### src/rtl/ksu_pkg.sv
package ksu_pkg;

    localparam int AXES      = 3;
    localparam int AX_W      = (AXES > 1) ? $clog2(AXES) : 1;
    localparam int DIV_STEPS = 48;
    localparam int CNT_W     = $clog2(DIV_STEPS);
    localparam int APB_AW    = 4;

    typedef logic signed [31:0] q_t;
    typedef q_t [AXES-1:0] row_t;
    typedef row_t [AXES-1:0] mat_t;

    typedef struct packed {
        logic clip;
        q_t   val;
    } sat_t;

    typedef struct packed {
        logic restart;
        q_t   accel_x;
        q_t   accel_y;
        q_t   accel_z;
    } in_word_t;

    typedef struct packed {
        q_t   smooth_x;
        q_t   smooth_y;
        q_t   smooth_z;
        logic saturated;
    } out_word_t;

    typedef enum logic [3:0] {
        LN_NOP,
        LN_CLEAR,
        LN_EP_MUL,
        LN_EP_ADD,
        LN_DIV_ST,
        LN_UP_SUB,
        LN_UP_MUL,
        LN_UP_ADD,
        LN_SH_MUL,
        LN_SH_SUB
    } lane_cmd_t;

    typedef struct packed {
        logic k_ready;
        logic clip;
        logic wr_en;
        q_t   wr_val;
    } lane_stat_t;

    typedef struct packed {
        logic clear;
        logic start;
    } cov_ctl_t;

    typedef enum logic [1:0] {
        CP_IDLE,
        CP_SUM,
        CP_MUL,
        CP_ACC
    } cov_state_t;

    typedef enum logic [3:0] {
        S_IDLE,
        S_LOAD,
        S_EP_MUL,
        S_EP_ADD,
        S_COV_ST,
        S_COV_WAIT,
        S_DIV_ST,
        S_DIV_WAIT,
        S_UP_SUB,
        S_UP_MUL,
        S_UP_ADD,
        S_SH_MUL,
        S_SH_SUB,
        S_OUT
    } ctl_state_t;

    localparam logic [1:0] REG_TIME_STEP  = 2'd0;
    localparam logic [1:0] REG_PROC_NOISE = 2'd1;
    localparam logic [1:0] REG_MEAS_NOISE = 2'd2;
    localparam logic [1:0] REG_ITER_COUNT = 2'd3;

    // clip a wide signed value to the Q16.16 range
    function automatic sat_t sat32(input logic signed [63:0] v);
        sat_t s;
        if (v > 64'sh000000007FFFFFFF)
        begin
            s.clip = 1'b1;
            s.val  = 32'sh7FFFFFFF;
        end
        else if (v < 64'shFFFFFFFF80000000)
        begin
            s.clip = 1'b1;
            s.val  = 32'sh80000000;
        end
        else
        begin
            s.clip = 1'b0;
            s.val  = v[31:0];
        end
        return s;
    endfunction

endpackage

### src/rtl/ksu_lane.sv
module ksu_lane import ksu_pkg::*;
(
    input  logic              clk,
    input  logic              rst_n,
    input  lane_cmd_t         cmd,
    input  logic [AX_W-1:0]   col,
    input  q_t                meas,
    input  row_t              row,
    input  q_t                diag,
    input  logic [15:0]       dt,
    input  logic [30:0]       r,
    output q_t                est,
    output lane_stat_t        stat
);

    q_t                  est_reg;
    q_t                  e_reg;
    q_t                  k_reg;
    logic signed [63:0]  prod_reg;
    logic [32:0]         rem_reg;
    logic [47:0]         num_reg;
    logic [31:0]         dmag_reg;
    logic                neg_reg;
    logic                zero_reg;
    logic                busy_reg;
    logic                fin_reg;
    logic                k_ready_reg;
    logic [CNT_W-1:0]    cnt_reg;

    q_t                  mul_a;
    q_t                  mul_b;
    q_t                  row_sel;
    sat_t                qm;
    sat_t                s_add;
    sat_t                s_err;
    sat_t                s_shr;
    sat_t                s_den;
    sat_t                k_fin;
    logic [31:0]         diag_abs;
    logic [32:0]         rem_sh;
    logic                rem_ge;

    assign row_sel  = row[col];
    assign qm       = sat32(prod_reg >>> 16);
    assign s_add    = sat32(64'(est_reg) + 64'(qm.val));
    assign s_err    = sat32(64'(meas) - 64'(est_reg));
    assign s_shr    = sat32(64'(row_sel) - 64'(qm.val));
    assign s_den    = sat32(64'(diag) + 64'($signed({1'b0, r})));
    assign diag_abs = diag[31] ? 32'(-diag) : 32'(diag);
    assign rem_sh   = {rem_reg[31:0], num_reg[47]};
    assign rem_ge   = rem_sh >= {1'b0, dmag_reg};

    always_comb
    begin
        mul_a = k_reg;
        mul_b = e_reg;
        case (cmd)
            LN_EP_MUL:
            begin
                mul_a = $signed({16'b0, dt});
                mul_b = est_reg;
            end
            LN_SH_MUL:
            begin
                mul_b = row_sel;
            end
            default:
            begin
                mul_a = k_reg;
            end
        endcase
    end

    // signed quotient from the magnitude result
    always_comb
    begin
        k_fin.clip = 1'b0;
        k_fin.val  = '0;
        if (zero_reg)
        begin
            k_fin.val = '0;
        end
        else if (!neg_reg)
        begin
            if (num_reg > 48'h00007FFFFFFF)
            begin
                k_fin.clip = 1'b1;
                k_fin.val  = 32'sh7FFFFFFF;
            end
            else
            begin
                k_fin.val = num_reg[31:0];
            end
        end
        else if (num_reg > 48'h000080000000)
        begin
            k_fin.clip = 1'b1;
            k_fin.val  = 32'sh80000000;
        end
        else
        begin
            k_fin.val = -$signed(num_reg[31:0]);
        end
    end

    always_comb
    begin
        stat.k_ready = k_ready_reg;
        stat.wr_en   = (cmd == LN_SH_SUB);
        stat.wr_val  = s_shr.val;
        case (cmd)
            LN_EP_ADD: stat.clip = qm.clip | s_add.clip;
            LN_UP_ADD: stat.clip = qm.clip | s_add.clip;
            LN_UP_SUB: stat.clip = s_err.clip;
            LN_SH_SUB: stat.clip = qm.clip | s_shr.clip;
            LN_DIV_ST: stat.clip = s_den.clip;
            default:   stat.clip = fin_reg & k_fin.clip;
        endcase
    end

    assign est = est_reg;

    always_ff @(posedge clk or negedge rst_n)
    begin
        if (!rst_n)
        begin
            est_reg     <= '0;
            busy_reg    <= 1'b0;
            fin_reg     <= 1'b0;
            k_ready_reg <= 1'b0;
            cnt_reg     <= '0;
        end
        else
        begin
            case (cmd)
                LN_CLEAR:  est_reg <= '0;
                LN_EP_ADD: est_reg <= s_add.val;
                LN_UP_ADD: est_reg <= s_add.val;
                default:   est_reg <= est_reg;
            endcase
            if (cmd == LN_DIV_ST)
            begin
                busy_reg    <= 1'b1;
                fin_reg     <= 1'b0;
                k_ready_reg <= 1'b0;
                cnt_reg     <= '0;
            end
            else if (busy_reg)
            begin
                cnt_reg <= cnt_reg + CNT_W'(1);
                if (cnt_reg == CNT_W'(DIV_STEPS - 1))
                begin
                    busy_reg <= 1'b0;
                    fin_reg  <= 1'b1;
                end
            end
            else if (fin_reg)
            begin
                fin_reg     <= 1'b0;
                k_ready_reg <= 1'b1;
            end
        end
    end

    always_ff @(posedge clk)
    begin
        if (cmd == LN_EP_MUL || cmd == LN_UP_MUL || cmd == LN_SH_MUL)
            prod_reg <= 64'(mul_a) * 64'(mul_b);
        if (cmd == LN_UP_SUB)
            e_reg <= s_err.val;
        if (cmd == LN_DIV_ST)
        begin
            dmag_reg <= s_den.val[31] ? 32'(-s_den.val) : 32'(s_den.val);
            num_reg  <= {diag_abs, 16'b0};
            neg_reg  <= diag[31] ^ s_den.val[31];
            zero_reg <= (s_den.val == 0);
            rem_reg  <= '0;
        end
        else if (busy_reg)
        begin
            // one quotient bit per cycle
            if (rem_ge)
            begin
                rem_reg <= rem_sh - {1'b0, dmag_reg};
                num_reg <= {num_reg[46:0], 1'b1};
            end
            else
            begin
                rem_reg <= rem_sh;
                num_reg <= {num_reg[46:0], 1'b0};
            end
        end
        else if (fin_reg)
        begin
            k_reg <= k_fin.val;
        end
    end

endmodule

### config.mk
export PLATFORM = sky130hd
export DESIGN_NAME = ksu_lane
export DESIGN_NICKNAME = d
export VERILOG_FILES = /design/src/rtl/ksu_pkg.sv /design/src/rtl/ksu_lane.sv
export SDC_FILE = /design/constraint.sdc
export NUM_CORES = 2
export LEC_CHECK = 0
export ABC_AREA = 1
export BUFFER_PORTS_ARGS = -buffer_cell sky130_fd_sc_hd__buf_2
export CORE_ASPECT_RATIO = 2
export CORE_MARGIN = 2
export CORE_UTILIZATION = 40
export CTS_CLUSTER_DIAMETER = 30
export DETAILED_ROUTE_END_ITERATION = 12
export PLACE_DENSITY_LB_ADDON = 0.25
export SYNTH_ARGS = -nofsm -noshare
export SYNTH_HDL_FRONTEND = slang
export SYNTH_SLANG_ARGS = --single-unit
### constraint.sdc
create_clock -name clk -period 6.95 [get_ports clk]
set_input_delay 1.0425 -clock clk [delete_from_list [all_inputs] [get_ports clk]]
set_output_delay 1.0425 -clock clk [all_outputs]
set_load 0.05 [all_outputs]
==> implementation parameters <==
Parameter                              Value

Status
  Run status ... complete, but fails checks
  Failing checks ... negative setup slack

Timing
  Fin. Hold Viols ... 0
  Finish-stage setup viols ... 48
  Maximum operating frequency ... ~120 MHz
  Min Clock Period, post-route ... 8.57 ns
  Final Slew Violations ... 0
  Final critical-path share of the clock period ... 123%
  Normalized max-slew margin ... 24.8%
  Final worst setup slack ... -1.62 ns
  Setup repair after global routing missed its margin ... yes
  Transition time at the pin with the least slew margin ... 1.13 ns
  Post-route clock skew ... approximately 0.072 ns

Placement
  IO Port Bufs ... 281
  Post-detailed-placement half-perimeter wirelength ... 223000 um
  Setup Slack @ Placement ... -3.03 ns
  Global placement routability congestion ... 1.08

Synth
  Primary flip-flop cell chosen by synthesis mapping ... sky130_fd_sc_hd__edfxtp_1
  Count of flip-flops with a built-in enable after synthesis ... 178
  Biggest area consumer among synthesized cells ... sky130_fd_sc_hd__fa_1
  Number of warnings reported in the yosys synthesis log ... 0
  Post-synth top area share ... 35.4%
  Synth Register Bits ... about 270
  Leading post-synthesis cells by cell area ... sky130_fd_sc_hd__fa_1, sky130_fd_sc_hd__inv_1, sky130_fd_sc_hd__nand2_1, sky130_fd_sc_hd__edfxtp_1, sky130_fd_sc_hd__ha_1
  Total nets after synthesis ... 9799
  Sequential element share of the synthesized area ... 12.0%
  Syn_area_per_cell ... 7.52 um2
  Share of flip-flops with an asynchronous set or reset ... between 15 and 20%
  Synthesized cell area ... between 60000 and 70000 um2
  Post-synthesis instance total ... ~8000
  Count of distinct cell types in the synthesized netlist ... 68

Worst hold path
  Kind of path behind the tightest hold check ... reg -> reg
  Min-Delay Path Depth ... 2

Clock tree
  Root buffer cell ... sky130_fd_sc_hd__clkbuf_16
  Number of levels the H-tree was split into ... 2
  Number of buffers inserted by hold repair at cts ... 0
  Clk buf depth ... 3
  Skew-Pair Late Insertion Delay ... 0.63 ns
  Cts bufs inserted ... 45
  CTS tree ... done
  Clock sink count ... 267
  Clock transition at the register clock pins on the worst setup and hold paths after CTS ... ~0.06 ns

Setup path
  Most frequent cell on the critical path ... sky130_fd_sc_hd__buf_4
  Critical-path maximum fanout ... 15
  Maximum single-stage delay on the critical path ... 0.71 ns
  CP Data Required Time ... 7.29 ns
  Critical path class ... in -> reg
  Worst setup EP type ... flip-flop
  Slowest cell on the critical path ... sky130_fd_sc_hd__fa_2
  Sort of element at the start of the critical path ... input pin
  Cell depth of the worst flop-to-flop path ... 30
  Arrival @ worst endpoint ... 8.91 ns

Detailed routing
  Average wire per cell in the routed design ... between 20 and 25 um
  Wire length reported by the detailed router ... 262000 um
  DRC violations left ... 0
  Starting DRC count in detailed routing ... 3289
  Via count ... ~58000
  Mean number of vias per cell ... 5.17
  Number of nets with antenna violations after detailed routing ... 0
  Detailed-router iteration count before antenna repair ... 6

Floorplan
  Die span in y ... 558 um
  CORE AREA ... 153000 um2
  Effective utilization at floorplan ... between 40% and 50%
  IO Count ... 282
  Overall die width ... 281 um
  Std cell rows ... 203
  Area of the die ... ~160000 um2

Cells and area
  Most frequent cells in the layout ... sky130_fd_sc_hd__inv_1, sky130_fd_sc_hd__nand2_1, sky130_fd_sc_hd__fa_1
  Most common library cell in the layout ignoring fill and taps ... sky130_fd_sc_hd__inv_1
  Area overhead of the layout relative to synthesis ... 26.7%
  FILL cells ... 15037
  Layout cells sized above 1 ... about a fifth
  Net count reported at finish ... 10805

Global routing
  GRT Overall Usage ... 33.2%
  Number of global-route vias before repair ... 62142
  Number of antenna violations at the first check in global routing ... 25
  GR Overflow Total ... 0
  Maximum number of pins on one net before global-route repair ... 49
  First-pass GRT wire length ... about 380000 um

Run
  Count of max-cap constraint violations ... 0
[metrics by stage]
stage	TNS [ns]	utilization [%]	hold WS, ns	cells	cell area [um2]
3_3_place_gp	-122.74	47.3	0.458	11039	72300
4_1_cts	-62.93	49.6	0.473	11180	75700
6_report	-65.32	50.9	0.472	11260	77700
2_1_floorplan	-48.27	-	0.444	8155	62100
5_1_grt	-76.31	50.9	0.492	11253	77700
3_5_place_dp	-121.75	47.3	0.463	11039	72300
[cells in the mapped netlist, types with 5 or more instances]
library cell and number:
sky130_fd_sc_hd__nand2_1 2017, sky130_fd_sc_hd__dfxtp_1 48, sky130_fd_sc_hd__buf_2 15, sky130_fd_sc_hd__nand3_1 187
sky130_fd_sc_hd__nand3b_1 14, sky130_fd_sc_hd__or2_2 9, sky130_fd_sc_hd__o21a_1 27, sky130_fd_sc_hd__a31oi_1 18
sky130_fd_sc_hd__inv_1 2056, sky130_fd_sc_hd__xor2_1 109, sky130_fd_sc_hd__nor4_1 36, sky130_fd_sc_hd__inv_2 19
sky130_fd_sc_hd__buf_4 6, sky130_fd_sc_hd__buf_1 55, sky130_fd_sc_hd__edfxtp_1 178, sky130_fd_sc_hd__o211ai_1 7
sky130_fd_sc_hd__nor3b_1 5, sky130_fd_sc_hd__a211oi_1 6, sky130_fd_sc_hd__o22ai_1 25, sky130_fd_sc_hd__o21bai_1 21
sky130_fd_sc_hd__a22oi_1 42, sky130_fd_sc_hd__clkbuf_1 201, sky130_fd_sc_hd__nand4_1 48, sky130_fd_sc_hd__o21ai_0 451
sky130_fd_sc_hd__ha_1 343, sky130_fd_sc_hd__dfrtp_1 41, sky130_fd_sc_hd__o21ai_1 11, sky130_fd_sc_hd__a21boi_0 9
sky130_fd_sc_hd__nand2_2 11, sky130_fd_sc_hd__nor2_1 433, sky130_fd_sc_hd__xnor2_1 93, sky130_fd_sc_hd__nand3_2 6
sky130_fd_sc_hd__a21o_1 15, sky130_fd_sc_hd__fa_1 1086, sky130_fd_sc_hd__nor2_2 10, sky130_fd_sc_hd__nor3_1 62
sky130_fd_sc_hd__a21oi_1 371, sky130_fd_sc_hd__a221oi_1 5
[worst max-delay path: cells and delay by family]
kind	cells	cell delay, ns
AND/OR/NAND/NOR	8	0.82
AO/OA/AOI/OAI	6	0.77
adder cells (fa/ha/maj)	9	4.62
buffers and inverters	13	1.60
[repair_timing]
action                                  4_1_cts  5_1_grt
setup buffers                                55       62
endpoints found under the hold margin         0        0
endpoints found under the setup margin       48       77
gates cloned                                  3        9
gates resized for setup                     333      330
pin swaps                                    70      187
[logic make-up after synthesis]
kind of cell    Yosys count  synth area share (%)
flops                   267                  12.0
mux                       1                0.0163
buf+inv                2360                  14.6
simple gates           2857                  18.8
compound gates         1039                  9.35
xor+xnor                202                  2.88
fa+ha+maj              1429                  42.4
[final cells by class]
type | instances | area, um2 | share of cell area (%)
multi-input cells | 5528 | 47800 | 61.5
well taps | 2050 | 2560 | 3.30
inverters | 2079 | 7870 | 10.1
repair inverters | 1 | 7.51 | 0.00966
clock buffers | 49 | 1170 | 1.51
clock inverters | 35 | 504 | 0.649
repair buffers | 1239 | 10500 | 13.5
diodes | 12 | 30.0 | 0.0386
flip-flops and latches | 267 | 7330 | 9.43
[metal layers]
layer | track usage (%) | share of wire [%]
met4 | 33.1 | 13
met1 | 29.7 | 29
met2 | 62.1 | 52
met5 | 0 | 0.071
met3 | 4.44 | 5.1
[path summary, 6_finish.rpt]
kind                             from      endpoint  slack [ns]
min reg2reg                rem_reg[8]    rem_reg[8]        0.47
max in group asynchronous       rst_n        est[2]        5.60
max reg2reg                   est[14]  prod_reg[56]       -0.85
min                        rem_reg[8]    rem_reg[8]        0.47
min in group asynchronous       rst_n   k_ready_reg        0.63
max                            cmd[1]  prod_reg[51]       -1.62
Power is not shown: default switching activity piles up to over one toggle a cycle in this logic, so the estimate is an artifact.
